### src/design/mst_pkg.sv
// shared types and codes for the multi-slot timer table
package mst_pkg;

  // command codes of the input beat
  typedef enum logic [3:0] {
    CMD_POLL    = 4'd0,
    CMD_SET     = 4'd1,
    CMD_DELETE  = 4'd2,
    CMD_RESTART = 4'd3,
    CMD_ENABLE  = 4'd4,
    CMD_DISABLE = 4'd5,
    CMD_TOGGLE  = 4'd6,
    CMD_QENABLE = 4'd7,
    CMD_QCOUNT  = 4'd8
  } mst_cmd_t;

  typedef enum logic [2:0] {
    ST_IDLE,
    ST_EXEC,
    ST_SCAN,
    ST_DRAIN_RD,
    ST_DRAIN_OUT
  } mst_state_t;

  typedef struct packed {
    logic [3:0]  command;
    logic [31:0] now_time;
    logic [3:0]  slot;
    logic [30:0] period;
    logic [15:0] run_limit;
    logic [15:0] user_tag;
  } mst_in_beat_t;

  typedef struct packed {
    logic        ok;
    logic [3:0]  out_slot;
    logic        fired;
    logic        removed;
    logic [15:0] tag_out;
    logic [4:0]  active_count;
    logic        last;
  } mst_out_beat_t;

  // access strobes towards the slot tables
  typedef struct packed {
    logic rd_en;
    logic time_we;
    logic prm_we;
  } mst_ram_ctl_t;

endpackage

### src/design/mst_slot_ram.sv
// slot tables: fire time table and parameter table, one read and one write port each
module mst_slot_ram import mst_pkg::*; #(
  parameter int NUM_SLOTS  = 16,
  parameter int TIME_BITS  = 32,
  parameter int COUNT_BITS = 16,
  parameter int SLOT_W     = 4,
  parameter int PRM_W      = 79
) (
  input  logic                 clk,
  input  mst_ram_ctl_t         ctl,
  input  logic [SLOT_W-1:0]    rd_addr,
  input  logic [SLOT_W-1:0]    time_wr_addr,
  input  logic [TIME_BITS-1:0] time_wr_data,
  input  logic [SLOT_W-1:0]    prm_wr_addr,
  input  logic [PRM_W-1:0]     prm_wr_data,
  output logic [TIME_BITS-1:0] time_rd_data,
  output logic [PRM_W-1:0]     prm_rd_data
);

  logic [TIME_BITS-1:0] time_mem [NUM_SLOTS];
  logic [PRM_W-1:0]     prm_mem  [NUM_SLOTS];
  logic [TIME_BITS-1:0] time_rd_r;
  logic [PRM_W-1:0]     prm_rd_r;

  always_ff @(posedge clk) begin
    if (ctl.time_we) begin
      time_mem[time_wr_addr] <= time_wr_data;
    end
    if (ctl.rd_en) begin
      time_rd_r <= time_mem[rd_addr];
    end
  end

  always_ff @(posedge clk) begin
    if (ctl.prm_we) begin
      prm_mem[prm_wr_addr] <= prm_wr_data;
    end
    if (ctl.rd_en) begin
      prm_rd_r <= prm_mem[rd_addr];
    end
  end

  assign time_rd_data = time_rd_r;
  assign prm_rd_data  = prm_rd_r;

endmodule

### src/design/multi_slot_software_timer.sv
// multi-slot interval and timeout timer table, top level
//
//   beat   dir  payload          handshake
//   in_    in   mst_in_beat_t    in_valid / in_stall (stall driven here)
//   out_   out  mst_out_beat_t   out_valid / out_stall (stall driven by sink)
//
// a command other than poll is accepted, then executed into the output register
// a poll is accepted and walks every slot, then reads the tag of each firing slot from
//   the parameter table and sends its beat, or sends one empty beat when nothing fires
// the single read port of the slot tables sets the walk length
// reset clears occupied and enable bits, the active count and all control; the tables
//   themselves are not cleared, since a set writes every field before the slot is timed
// the result register holds while out_stall is high; the walk never pauses, and the drain
//   pauses only when a result is ready and the register is still full
module multi_slot_software_timer import mst_pkg::*; #(
  parameter int NUM_SLOTS  = 16,
  parameter int TIME_BITS  = 32,
  parameter int COUNT_BITS = 16
) (
  input  logic          clk,
  input  logic          rst_n,
  input  logic          in_valid,
  output logic          in_stall,
  input  mst_in_beat_t  in_data,
  output logic          out_valid,
  input  logic          out_stall,
  output mst_out_beat_t out_data
);

  localparam int SLOT_W  = (NUM_SLOTS > 1) ? $clog2(NUM_SLOTS) : 1;
  localparam int CNT_W   = $clog2(NUM_SLOTS + 1);
  localparam int CMP_W   = (TIME_BITS > 31) ? TIME_BITS : 31;
  // parameter word: period | limit | run count | tag
  localparam int TAG_LSB = 0;
  localparam int RUN_LSB = 16;
  localparam int LIM_LSB = 16 + COUNT_BITS;
  localparam int PER_LSB = 16 + 2 * COUNT_BITS;
  localparam int PRM_W   = 31 + 2 * COUNT_BITS + 16;
  localparam logic [SLOT_W:0] SCAN_END = (SLOT_W + 1)'(NUM_SLOTS);

  // index of the single set bit of a one-hot vector
  function automatic logic [SLOT_W-1:0] oh_encode(input logic [NUM_SLOTS-1:0] oh);
    logic [SLOT_W-1:0] idx;
    idx = '0;
    for (int i = 0; i < NUM_SLOTS; i++) begin
      if (oh[i]) begin
        idx = idx | SLOT_W'(i);
      end
    end
    return idx;
  endfunction

  // slot index onto the 4-bit result field
  function automatic logic [3:0] slot4(input logic [SLOT_W-1:0] idx);
    logic [SLOT_W+3:0] w;
    w = {4'b0, idx};
    return w[3:0];
  endfunction

  // state and control
  mst_state_t          state_r, state_nxt;
  mst_in_beat_t        cmd_r, cmd_nxt;
  logic [NUM_SLOTS-1:0] occ_r, occ_nxt;
  logic [NUM_SLOTS-1:0] en_r, en_nxt;
  logic [CNT_W-1:0]    count_r, count_nxt;
  logic [SLOT_W:0]     scan_cnt_r, scan_cnt_nxt;
  logic                proc_vld_r, proc_vld_nxt;
  logic [SLOT_W-1:0]   proc_idx_r, proc_idx_nxt;
  logic [NUM_SLOTS-1:0] fire_r, fire_nxt;
  logic [NUM_SLOTS-1:0] del_r, del_nxt;
  logic [SLOT_W-1:0]   drain_idx_r, drain_idx_nxt;
  logic                out_valid_r, out_valid_nxt;
  mst_out_beat_t       out_data_r, out_data_nxt;

  logic          in_acc;
  logic          out_free;
  logic          out_load;
  mst_out_beat_t res;

  // table access
  mst_ram_ctl_t         ram_ctl;
  logic [SLOT_W-1:0]    rd_addr;
  logic [SLOT_W-1:0]    time_wr_addr;
  logic [TIME_BITS-1:0] time_wr_data;
  logic [SLOT_W-1:0]    prm_wr_addr;
  logic [PRM_W-1:0]     prm_wr_data;
  logic [TIME_BITS-1:0] time_rd_data;
  logic [PRM_W-1:0]     prm_rd_data;

  // fields of the held command, resized
  logic [SLOT_W+3:0]       s_wide;
  logic [SLOT_W-1:0]       s_idx;
  logic                    s_valid;
  logic [TIME_BITS+31:0]   now_wide;
  logic [TIME_BITS-1:0]    now_t;
  logic [COUNT_BITS+15:0]  lim_wide;
  logic [COUNT_BITS-1:0]   set_limit;

  // fields read back during the walk
  logic [30:0]             rd_period;
  logic [COUNT_BITS-1:0]   rd_limit;
  logic [COUNT_BITS-1:0]   rd_runs;
  logic [15:0]             rd_tag;
  logic [TIME_BITS-1:0]    diff;
  logic [CMP_W+TIME_BITS-1:0] diff_wide;
  logic [CMP_W+30:0]       per_cwide;
  logic [TIME_BITS+30:0]   per_twide;
  logic [TIME_BITS-1:0]    per_t;
  logic [TIME_BITS-1:0]    new_last;
  logic [COUNT_BITS-1:0]   runs_inc;
  logic                    due;
  logic                    lim_zero;
  logic                    under_lim;
  logic                    fire_now;
  logic                    del_now;
  logic                    scan_issue;

  // free slot search and drain pick
  logic [NUM_SLOTS-1:0] free_oh;
  logic                 free_found;
  logic [SLOT_W-1:0]    free_idx;
  logic [NUM_SLOTS-1:0] pend_oh;
  logic [SLOT_W-1:0]    pend_idx;
  logic [NUM_SLOTS-1:0] drain_oh;
  logic [CNT_W+4:0]     cnt_wide;

  assign in_acc   = in_valid && !in_stall;
  assign in_stall = (state_r != ST_IDLE);
  assign out_free = !out_valid_r || !out_stall;

  assign s_wide   = {4'b0, cmd_r.slot} | {SLOT_W+4{1'b0}};
  assign s_idx    = s_wide[SLOT_W-1:0];
  assign s_valid  = s_wide < (SLOT_W + 4)'(NUM_SLOTS);
  assign now_wide = {{TIME_BITS{1'b0}}, cmd_r.now_time};
  assign now_t    = now_wide[TIME_BITS-1:0];
  assign lim_wide = {{COUNT_BITS{1'b0}}, cmd_r.run_limit};
  assign set_limit = lim_wide[COUNT_BITS-1:0];

  assign rd_period = prm_rd_data[PER_LSB +: 31];
  assign rd_limit  = prm_rd_data[LIM_LSB +: COUNT_BITS];
  assign rd_runs   = prm_rd_data[RUN_LSB +: COUNT_BITS];
  assign rd_tag    = prm_rd_data[TAG_LSB +: 16];

  // due test with wrapping elapsed time, then run limit bookkeeping
  assign diff      = now_t - time_rd_data;
  assign diff_wide = {{CMP_W{1'b0}}, diff};
  assign per_cwide = {{CMP_W{1'b0}}, rd_period};
  assign per_twide = {{TIME_BITS{1'b0}}, rd_period};
  assign per_t     = per_twide[TIME_BITS-1:0];
  assign new_last  = time_rd_data + per_t;
  assign due       = occ_r[proc_idx_r] &&
                     (diff_wide[CMP_W-1:0] >= per_cwide[CMP_W-1:0]);
  assign lim_zero  = (rd_limit == '0);
  assign under_lim = (rd_runs < rd_limit);
  assign runs_inc  = rd_runs + 1'b1;
  assign fire_now  = proc_vld_r && due && en_r[proc_idx_r] && (lim_zero || under_lim);
  assign del_now   = fire_now && !lim_zero && (runs_inc >= rd_limit);

  assign scan_issue = (state_r == ST_SCAN) && (scan_cnt_r != SCAN_END);

  // lowest free slot, lowest pending fire
  assign free_oh    = ~occ_r & (occ_r + 1'b1);
  assign free_found = ~&occ_r;
  assign free_idx   = oh_encode(free_oh);
  assign pend_oh    = fire_r & (~fire_r + 1'b1);
  assign pend_idx   = oh_encode(pend_oh);

  always_comb begin
    drain_oh = '0;
    drain_oh[drain_idx_r] = 1'b1;
  end

  // next state
  always_comb begin
    state_nxt = state_r;
    unique case (state_r)
      ST_IDLE: begin
        if (in_acc) begin
          state_nxt = (in_data.command == CMD_POLL) ? ST_SCAN : ST_EXEC;
        end
      end
      ST_EXEC: begin
        if (out_free) begin
          state_nxt = ST_IDLE;
        end
      end
      ST_SCAN: begin
        if (!scan_issue && !proc_vld_r) begin
          state_nxt = ST_DRAIN_RD;
        end
      end
      ST_DRAIN_RD: begin
        if (fire_r != '0) begin
          state_nxt = ST_DRAIN_OUT;
        end else if (out_free) begin
          state_nxt = ST_IDLE;
        end
      end
      ST_DRAIN_OUT: begin
        if (out_free) begin
          state_nxt = ((fire_r & ~drain_oh) == '0) ? ST_IDLE : ST_DRAIN_RD;
        end
      end
      default: state_nxt = ST_IDLE;
    endcase
  end

  // datapath, table access and result
  always_comb begin
    cmd_nxt       = cmd_r;
    occ_nxt       = occ_r;
    en_nxt        = en_r;
    count_nxt     = count_r;
    scan_cnt_nxt  = scan_cnt_r;
    proc_vld_nxt  = 1'b0;
    proc_idx_nxt  = proc_idx_r;
    fire_nxt      = fire_r;
    del_nxt       = del_r;
    drain_idx_nxt = drain_idx_r;
    out_load      = 1'b0;
    res           = '0;
    ram_ctl       = '0;
    rd_addr       = scan_cnt_r[SLOT_W-1:0];
    time_wr_addr  = proc_idx_r;
    time_wr_data  = new_last;
    prm_wr_addr   = proc_idx_r;
    prm_wr_data   = {rd_period, rd_limit, runs_inc, rd_tag};

    unique case (state_r)
      ST_IDLE: begin
        if (in_acc) begin
          cmd_nxt      = in_data;
          scan_cnt_nxt = '0;
          fire_nxt     = '0;
          del_nxt      = '0;
        end
      end

      ST_EXEC: begin
        if (out_free) begin
          out_load = 1'b1;
          res.last = 1'b1;
          unique case (cmd_r.command)
            CMD_SET: begin
              if (free_found) begin
                occ_nxt[free_idx] = 1'b1;
                en_nxt[free_idx]  = 1'b1;
                count_nxt         = count_r + 1'b1;
                ram_ctl.time_we   = 1'b1;
                time_wr_addr      = free_idx;
                time_wr_data      = now_t;
                ram_ctl.prm_we    = 1'b1;
                prm_wr_addr       = free_idx;
                prm_wr_data       = {cmd_r.period, set_limit, {COUNT_BITS{1'b0}},
                                     cmd_r.user_tag};
                res.ok            = 1'b1;
                res.out_slot      = slot4(free_idx);
              end
            end
            CMD_DELETE: begin
              if (s_valid && occ_r[s_idx]) begin
                occ_nxt[s_idx] = 1'b0;
                en_nxt[s_idx]  = 1'b0;
                count_nxt      = count_r - 1'b1;
              end
            end
            CMD_RESTART: begin
              if (s_valid) begin
                ram_ctl.time_we = 1'b1;
                time_wr_addr    = s_idx;
                time_wr_data    = now_t;
              end
            end
            CMD_ENABLE: begin
              if (s_valid) begin
                en_nxt[s_idx] = 1'b1;
              end
            end
            CMD_DISABLE: begin
              if (s_valid) begin
                en_nxt[s_idx] = 1'b0;
              end
            end
            CMD_TOGGLE: begin
              if (s_valid) begin
                en_nxt[s_idx] = !en_r[s_idx];
              end
            end
            CMD_QENABLE: begin
              res.ok = s_valid && en_r[s_idx];
            end
            default: begin
              // count query and unused codes: count only
            end
          endcase
        end
      end

      ST_SCAN: begin
        // read one slot, process the slot read in the previous cycle
        ram_ctl.rd_en = scan_issue;
        if (scan_issue) begin
          proc_vld_nxt = 1'b1;
          proc_idx_nxt = scan_cnt_r[SLOT_W-1:0];
          scan_cnt_nxt = scan_cnt_r + 1'b1;
        end
        if (proc_vld_r && due) begin
          ram_ctl.time_we = 1'b1;
        end
        if (fire_now && !lim_zero) begin
          ram_ctl.prm_we = 1'b1;
        end
        if (proc_vld_r) begin
          fire_nxt[proc_idx_r] = fire_now;
          del_nxt[proc_idx_r]  = del_now;
        end
        if (del_now) begin
          occ_nxt[proc_idx_r] = 1'b0;
          en_nxt[proc_idx_r]  = 1'b0;
          count_nxt           = count_r - 1'b1;
        end
      end

      ST_DRAIN_RD: begin
        rd_addr = pend_idx;
        if (fire_r != '0) begin
          ram_ctl.rd_en = 1'b1;
          drain_idx_nxt = pend_idx;
        end else if (out_free) begin
          // nothing fired: one empty beat
          out_load = 1'b1;
          res.last = 1'b1;
        end
      end

      ST_DRAIN_OUT: begin
        if (out_free) begin
          out_load              = 1'b1;
          res.out_slot          = slot4(drain_idx_r);
          res.fired             = 1'b1;
          res.removed           = del_r[drain_idx_r];
          res.tag_out           = rd_tag;
          res.last              = ((fire_r & ~drain_oh) == '0);
          fire_nxt[drain_idx_r] = 1'b0;
        end
      end

      default: begin
      end
    endcase
  end

  // active count after the command goes with every beat
  assign cnt_wide = {5'b0, count_nxt};

  always_comb begin
    out_data_nxt              = res;
    out_data_nxt.active_count = cnt_wide[4:0];
  end

  assign out_valid_nxt = out_load || (out_valid_r && out_stall);

  always_ff @(posedge clk) begin
    if (!rst_n) begin
      state_r     <= ST_IDLE;
      occ_r       <= '0;
      en_r        <= '0;
      count_r     <= '0;
      scan_cnt_r  <= '0;
      proc_vld_r  <= 1'b0;
      fire_r      <= '0;
      del_r       <= '0;
      out_valid_r <= 1'b0;
    end else begin
      state_r     <= state_nxt;
      occ_r       <= occ_nxt;
      en_r        <= en_nxt;
      count_r     <= count_nxt;
      scan_cnt_r  <= scan_cnt_nxt;
      proc_vld_r  <= proc_vld_nxt;
      fire_r      <= fire_nxt;
      del_r       <= del_nxt;
      out_valid_r <= out_valid_nxt;
    end
  end

  // payload registers
  always_ff @(posedge clk) begin
    cmd_r       <= cmd_nxt;
    proc_idx_r  <= proc_idx_nxt;
    drain_idx_r <= drain_idx_nxt;
    if (out_load) begin
      out_data_r <= out_data_nxt;
    end
  end

  assign out_valid = out_valid_r;
  assign out_data  = out_data_r;

  mst_slot_ram #(
    .NUM_SLOTS  (NUM_SLOTS),
    .TIME_BITS  (TIME_BITS),
    .COUNT_BITS (COUNT_BITS),
    .SLOT_W     (SLOT_W),
    .PRM_W      (PRM_W)
  ) u_slot_ram (
    .clk          (clk),
    .ctl          (ram_ctl),
    .rd_addr      (rd_addr),
    .time_wr_addr (time_wr_addr),
    .time_wr_data (time_wr_data),
    .prm_wr_addr  (prm_wr_addr),
    .prm_wr_data  (prm_wr_data),
    .time_rd_data (time_rd_data),
    .prm_rd_data  (prm_rd_data)
  );

endmodule

### config.mk
export PLATFORM = sky130hd
export DESIGN_NAME = multi_slot_software_timer
export DESIGN_NICKNAME = d
export VERILOG_FILES = /design/src/design/mst_pkg.sv /design/src/design/mst_slot_ram.sv /design/src/design/multi_slot_software_timer.sv
export SDC_FILE = /design/constraint.sdc
export NUM_CORES = 2
export LEC_CHECK = 0
export ABC_AREA = 0
export BUFFER_PORTS_ARGS = -buffer_cell sky130_fd_sc_hd__buf_2
export CORE_MARGIN = 4
export CORE_UTILIZATION = 45
export DETAILED_ROUTE_END_ITERATION = 16
export SETUP_SLACK_MARGIN = 0.2
export SKIP_LAST_GASP = 1
export SYNTH_ARGS = -nofsm -noshare
export SYNTH_HDL_FRONTEND = slang
export SYNTH_SLANG_ARGS = --single-unit
### constraint.sdc
create_clock -name clk -period 16.55 [get_ports clk]
set_input_delay 2.4825 -clock clk [delete_from_list [all_inputs] [get_ports clk]]
set_output_delay 2.4825 -clock clk [all_outputs]
set_load 0.02 [all_outputs]
=== After elaboration in Yosys (flattened, before gate mapping) ===
Memories as Yosys holds them, arrays and structs flattened. A register that Yosys moved wholly into a read port is not among the register bits.
Index checks and enable logic that the tools add are counted.

* Logic and storage cells: 269
* Register bits after elaboration: 219
* Memories: 2
* Output and inout bits: 31
* Input bits: 107
* Memory bits (writable): 1776

{| class="wikitable"
|+ Memory list
! memory !! depth !! width !! read ports !! clocked after Yosys merged registers in !! write ports !! RTL line !! text
|-
| u_slot_ram.prm_mem || 16 || 79 || 1 || 1 || 1 || mst_slot_ram.sv:21 || <nowiki>logic [PRM_W-1:0] prm_mem [NUM_SLOTS];</nowiki>
|-
| u_slot_ram.time_mem || 16 || 32 || 1 || 1 || 1 || mst_slot_ram.sv:20 || <nowiki>logic [TIME_BITS-1:0] time_mem [NUM_SLOTS];</nowiki>
|}

* Reductions and logical operators: 49
* Add/sub/neg operators: 8
* Order comparisons: 12
* Muxes and demuxes: 133
* Equal/unequal tests: 26
* Bitwise operators: 15

{| class="wikitable"
|+ Operators by type and width
! kind !! count
|-
| two-way mux 79 bit || 4
|-
| two-way mux 16 bit || 15
|-
| two-way mux 32 bit || 4
|-
| case mux 16 bit (2 select lines) || 4
|-
| bitwise AND 16 bit || 7
|-
| two-way mux 4 bit || 26
|-
| inverter 16 bit || 5
|-
| case mux 16 bit (5 select lines) || 1
|-
| case mux 32 bit (2 select lines) || 1
|-
| adder 16 x 1 -> 16 bit (second input constant) || 3
|-
| bitwise mux 16 bit || 3
|-
| OR 16 bit || 3
|-
| case mux 16 bit (3 select lines) || 1
|-
| two-way mux 3 bit || 13
|-
| two-way mux 5 bit || 7
|-
| adder 32 x 31 -> 32 bit || 1
|-
| >= comparator 32 x 31 -> 1 bit || 1
|-
| zero test 16 bit || 2
|-
| subtractor 32 bit || 1
|-
| case mux 5 bit (2 select lines) || 3
|-
| less-than comparator 4 x 5 -> 1 bit (second input constant) || 5
|-
| two-way mux 1 bit || 24
|-
| two-way mux 22 bit || 1
|-
| binary-select mux 1 bit (select 4 bit) || 5
|-
| other kinds (39) || 103
|}

=== Depth between registers and ports, before layout ===
* Word-level depth: 26
* Gate-level depth with buffers: 24
* Mapped depth without buffers: 23

=== Modules after synthesis ===
Synthesis repeated with hierarchy kept, for this count alone.

* Cell total of the unflattened synthesis: 4811
* Area, all modules: 86359.1 sq um

{| class="wikitable"
|+ Modules (own cells, without submodules)
! module !! times used !! area an instance (sq um) !! sequential area each (sq um) !! cells an instance
|-
| mst_slot_ram || 1 || 69734.4 || 56664.3 || 2861
|-
| multi_slot_software_timer || 1 || 16624.7 || 5785.5 || 1950
|}

=== Worst setup path before layout ===
Ideal clock, no wire load.

* Kind: flip-flop to flip-flop
* Start point: register cmd_r (netlist bit now_t[0])
* End point: memory u_slot_ram.prm_mem[14][0], enable pin
* Setup time: 0.711 ns
* Setup slack: 4.171 ns
* Buffers on the path: 0
* Period minus slack after synthesis: 12.379 ns
* Arrival: 11.668 ns
* Stages on the path, launching flop included: 24
* Data required time: 15.839 ns
* Path through: edfxtp_1 -> inv_1 -> ha_1 -> inv_1 -> fa_1 -> a21o_1 -> a22oi_1 -> a21oi_1 -> nor2_1 -> o31ai_1 -> a21oi_1 -> o21bai_1 -> a21oi_1 -> xnor2_1 -> ha_1 -> nand4_1 -> or3_1 -> o32ai_1 -> nor4_1 -> nor3_1 -> a211oi_1 -> a211oi_4 -> a32oi_2 -> nor4_1

* Longest elaborated chain between the ends: 11

{| class="wikitable"
|+ RTL lines
! item !! RTL line !! text
|-
| start, declared || multi_slot_software_timer.sv:62 || <nowiki>mst_in_beat_t cmd_r, cmd_nxt;</nowiki>
|-
| start signal, assigned || multi_slot_software_timer.sv:389 || <nowiki>cmd_r <= cmd_nxt;</nowiki>
|-
| subtractor 32 bit || multi_slot_software_timer.sv:145 || <nowiki>assign diff = now_t - time_rd_data;</nowiki>
|-
| >= comparator 32 x 31 -> 1 bit || multi_slot_software_timer.sv:152 || <nowiki>(diff_wide[CMP_W-1:0] >= per_cwide[CMP_W-1:0]);</nowiki>
|-
| logical AND 1 bit || multi_slot_software_timer.sv:151 || <nowiki>assign due = occ_r[proc_idx_r] &&</nowiki>
|-
| logical AND 1 bit (3 in series) || multi_slot_software_timer.sv:156 || <nowiki>assign fire_now = proc_vld_r && due && en_r[proc_idx_r] && (lim_zero || under_lim);</nowiki>
|-
| logical AND 1 bit || multi_slot_software_timer.sv:310 || <nowiki>if (fire_now && !lim_zero) begin</nowiki>
|-
| two-way mux 1 bit || multi_slot_software_timer.sv:310 ||
|-
| case mux 2 bit (2 select lines) || multi_slot_software_timer.sv:229 || <nowiki>unique case (state_r)</nowiki>
|-
| two-way mux 1 bit || mst_slot_ram.sv:35 || <nowiki>if (ctl.prm_we) begin</nowiki>
|-
| two-way mux 1 bit (implied by the code) || mst_slot_ram.sv:36 || <nowiki>prm_mem[prm_wr_addr] <= prm_wr_data;</nowiki>
|-
| end, declared || mst_slot_ram.sv:21 ||
|}

No other way between the ends.

=== Worst setup path after layout ===
* Start point: register cmd_r (netlist bit now_t[19])
* End point: memory u_slot_ram.prm_mem[11][3], enable pin

Same word-level chain as after synthesis.

==> qor_table.md <==
| Stage | Result | Value |
|:---|:---|:---|
| outcome | Status | complete, no violations |
| synth | Number of warnings reported in the yosys synthesis log | 0 |
| critical path | Peak fanout along the critical path | 57 |
| timing | Worst-case clock skew | 0.0434 ns |
| floorplanning | Initial Util | 0.453 |
| finish | Share of final-layout standard cells stronger than drive strength 1 | 0.211 |
| critical path | Crit Path Class | reg2reg |
| clocking | Number of buffers between clock root and the deepest sink | 3 |
| placed design | IO Port Bufs | 137 |
| clocking | Number of H-tree levels | 4 |
| timing | Final slew viol count | 0 |
| placed design | Cell area reported after detailed placement | 90400 µm² |
| hold path | Kind of path behind the tightest hold check | reg2reg |
| placed design | Post-placement worst setup slack | 8.63 ns |
| routing | Wirelength, routed | 217 mm |
| synth | EDFF count, synth | 2027 |
| synth | Syn Nets | 5067 |
| synth | Distinct cell type count after synthesis | 86 |
| timing | Fin crit period | 7.91 ns |
| finish | Fillers | 15300 |
| synth | Synth top cells by count | sky130_fd_sc_hd__edfxtp_1 (2027), sky130_fd_sc_hd__mux4_2 (469), sky130_fd_sc_hd__nand2_1 (365) |
| timing | Number of endpoints with negative hold slack in the final report | 0 |
| clocking | Post-cts repair resize count | 0 |
| timing | RSZ-0062 raised after global routing | false |
| timing | Tcrit/Tclk final | 0.478 |
| global routing | Total overflow reported by the global router | 0 |
| clocking | TritonCTS clock tree | yes |
| critical path | CP max-delay cell | sky130_fd_sc_hd__nor2_4 |
| critical path | Worst setup EP type | register |
| critical path | Most frequent CP cell | sky130_fd_sc_hd__ha_1 |
| synth | Mapped Cells | 4828 |
| timing | Crit path setup slack, layout | 8.64 ns |
| synth | Cell type contributing the most total cell area after synthesis | sky130_fd_sc_hd__edfxtp_1 |
| synth | Post-synthesis register bit count | 2106 |
| floorplanning | Standard cell core area | 190000 µm² |
| synth | Netlist Area Pre-Place | 86300 µm² |
| timing | Post-Route Setup TNS | 0 ns |
| synth | Most numerous cell in the Yosys netlist | sky130_fd_sc_hd__edfxtp_1 |
| finish | Final cell utilization of the core | 0.511 |
| routing | Residual antenna-violating net count after detailed routing | 0 |
| floorplanning | Count of pins on the block boundary | 138 |
| finish | Final cell area excluding filler cells | 97300 µm² |
| clocking | Number of buffers inserted during clock tree synthesis | 211 |
| global routing | Antenna violations before repair | 17 |
| finish | Number of nets in the final layout | 5308 |
| critical path | Category of the worst setup path launch point | register |
| timing | Hold Worst Slack | 0.502 ns |
| routing | Length of the first detailed-routing pass in iterations | 6 |
| placed design | Routability-driven placement congestion ratio | 0.922 |
| power | Power Dens Cells | 111 nW/µm² |
| floorplanning | Die Height | 446 µm |
| power | Leakage dissipation | 31.2 nW |
| timing | Worst-margin pin slew | 1.34 ns |
| synth | Area share of the largest cell type after synthesis | 0.705 |
| timing | Setup-violating endpoint count in the final report | 0 |
| synth | Area contributors post-synth | sky130_fd_sc_hd__edfxtp_1 (71%), sky130_fd_sc_hd__mux4_2 (12%), sky130_fd_sc_hd__a22oi_1 (2.0%) |
| critical path | Critical path cell sequence | ha_1 -> nand4_1 -> or4_1 -> a211oi_1 -> nor4_1 -> o22ai_1 -> o211a_1 -> o21ai_0 -> nand2b_1 -> xor2_1 -> ha_1 -> and4_1 -> o2111ai_1 -> nor3_1 -> a211oi_2 -> a211oi_4 -> a32oi_2 -> nor2_4 -> buf_4 |
| placed design | Detailed-placement wirelength estimate | 129 mm |
| critical path | Crit path DAT | 8.37 ns |
| timing | F_max | 0.126 GHz |
| floorplanning | Row cnt | 160 |
| routing | 1st-iter DRT viols | 4687 |
| floorplanning | Horizontal extent of the die | 446 µm |
| run | Max capacitance violation total | 0 |
| floorplanning | Die Outline Area | 199000 µm² |
| global routing | Vias in the first global route | 46700 |
| synth | Proportion of synthesized chip area in sequential cells | 0.724 |
| critical path | Launching element of the worst setup path | now_t[19] |
| synth | Main synth FF type | sky130_fd_sc_hd__edfxtp_1 |
| hold path | Worst Hold Launch | del_r[2] |
| critical path | Max stage delay on crit path | 0.93 ns |
| power | IR Drop Worst-Case VDD | 0.0000946 V |
| critical path | Start of the worst register-to-register path | now_t[19] |
| finish | Relative area change from synthesis to final layout | 12.7% |
| global routing | Overall routing resource usage | 0.217 |
| clocking | Post-CTS repair timing setup buffer count | 0 |
| clocking | Clock transition at the registers of the reported paths | 0.06 ns |
| routing | DRC violations left | 0 |
| synth | Proportion of synthesized flip-flops having asynchronous set or reset | 0 |
| critical path | Required @ worst endpoint | 17.00 ns |
| routing | Via-per-instance ratio | 6.00 |
| clocking | Sink Count | 2106 |
| clocking | Clock tree root driver cell | sky130_fd_sc_hd__clkbuf_16 |
| global routing | Largest net degree at the start of global routing | 129 |
| timing | Max-Slew Margin vs Limit | 0.107 |
| routing | Routed wire per std cell | 28.0 µm |
| routing | Via count | 46500 |
| global routing | Global-route wire length before repair | 318 mm |
| synth | Average instance area after synthesis | 17.9 µm² |
| clocking | Clk Latency, worst-skew pair | 0.86 ns |
| clocking | Hold-fix buffers at CTS | 0 |
## worst max-delay path, delay by kind of cell, from the launching register on
family	cells	cell delay [ns]
compound gates	8	2.80
simple gates	7	2.43
buf+inv	1	0.91
fa+ha+maj	2	0.77
flops	1	0.40
xor+xnor	1	0.08
## worst paths after layout
check	endpoint	slack [ns]	cells past startpoint
worst min-delay path	del_r[2]	0.50	2
worst max register to register	u_slot_ram.prm_mem[11][3]	8.64	19
worst min register to register	del_r[2]	0.50	2
worst max-delay path	u_slot_ram.prm_mem[11][3]	8.64	19
## report_power, final
group	internal (mW)	leakage (nW)	total (mW)	switching, mW
Clock	2.68	3.26	4.70	2.01
Combinational	0.0920	9.01	0.277	0.185
Sequential	5.83	18.9	5.85	0.0205
## kinds of logic after synthesis
group	synth area share
xor+xnor	0.00710
mux	0.123
simple gates	0.0457
compound gates	0.0632
buf+inv	0.0178
flops	0.724
fa+ha+maj	0.0193
## layout by cell type (no fill, tap or decap), types with 12 or more instances in the layout
master	count
sky130_fd_sc_hd__nand4_1	21
sky130_fd_sc_hd__and3_1	28
sky130_fd_sc_hd__o21ai_0	131
sky130_fd_sc_hd__mux4_2	469
sky130_fd_sc_hd__nor2_1	153
sky130_fd_sc_hd__o31ai_1	41
sky130_fd_sc_hd__nor2b_1	28
sky130_fd_sc_hd__dfxtp_1	79
sky130_fd_sc_hd__a21o_1	42
sky130_fd_sc_hd__nor2_4	36
sky130_fd_sc_hd__o21a_1	15
sky130_fd_sc_hd__ha_1	130
sky130_fd_sc_hd__clkinv_1	38
sky130_fd_sc_hd__edfxtp_1	2027
sky130_fd_sc_hd__nor4_1	17
sky130_fd_sc_hd__buf_4	131
sky130_fd_sc_hd__nor3_1	34
sky130_fd_sc_hd__or3_1	12
sky130_fd_sc_hd__and2_1	28
sky130_fd_sc_hd__clkbuf_16	213
sky130_fd_sc_hd__a22oi_1	227
sky130_fd_sc_hd__clkinv_2	31
sky130_fd_sc_hd__bufinv_16	20
sky130_fd_sc_hd__o211ai_1	29
sky130_fd_sc_hd__buf_2	137
sky130_fd_sc_hd__nand2_1	364
sky130_fd_sc_hd__o21ai_1	27
sky130_fd_sc_hd__a211oi_1	13
sky130_fd_sc_hd__xor2_1	31
sky130_fd_sc_hd__o22ai_1	19
sky130_fd_sc_hd__a31oi_1	26
sky130_fd_sc_hd__nand2b_1	19
sky130_fd_sc_hd__nand3_1	68
sky130_fd_sc_hd__a21oi_1	173
sky130_fd_sc_hd__inv_1	116
sky130_fd_sc_hd__xnor2_1	39
sky130_fd_sc_hd__clkbuf_1	57
## flip-flops by register name (all words and copies together), names as in the netlist
register,cells
en_r,16
u_slot_ram.prm_rd_data,79
del_r,16
occ_r,16
scan_cnt_r,5
now_t,32
fire_r,16
u_slot_ram.time_rd_data,32
drain_idx_r,4
u_slot_ram.prm_mem,1264
u_slot_ram.time_mem,512
proc_vld_r,1
proc_idx_r,4
s_idx,4
out_valid,1
count_r,5
out_data,29
set_limit,16
state_r,3
cmd_r,51
## stage by stage
stage / total power [mW] / std cells
3_3_place_gp: 6.23 / 7366
3_5_place_dp: 6.23 / 7366
2_1_floorplan: 6.12 / 4828
5_1_grt: 11.2 / 7754
6_report: 10.8 / 7754
4_1_cts: 10.9 / 7750
## layout make-up
| type | count | area, µm² | share of cell area |
|---|---|---|---|
| Clock inverter | 113 | 1230 | 0.0127 |
| Antenna cell | 3 | 7.51 | 0.0000772 |
| Tap cell | 2511 | 3140 | 0.0323 |
| Inverter | 118 | 448 | 0.00461 |
| Sequential cell | 2106 | 62400 | 0.642 |
| Timing Repair Buffer | 273 | 1770 | 0.0182 |
| Multi-Input combinational cell | 2359 | 22600 | 0.233 |
| Clock buffer | 271 | 5560 | 0.0571 |
## layer usage
metal | vias to the layer above | track usage | wire length [µm]
met5 | - | 0 | 0
met4 | 0 | 0.0700 | 7070
met3 | 367 | 0.0318 | 12500
met2 | 1626 | 0.350 | 104000
met1 | 24400 | 0.307 | 93000
li1 | 20100 | - | -
No activity file was read; power rests on OpenSTA's default activity.
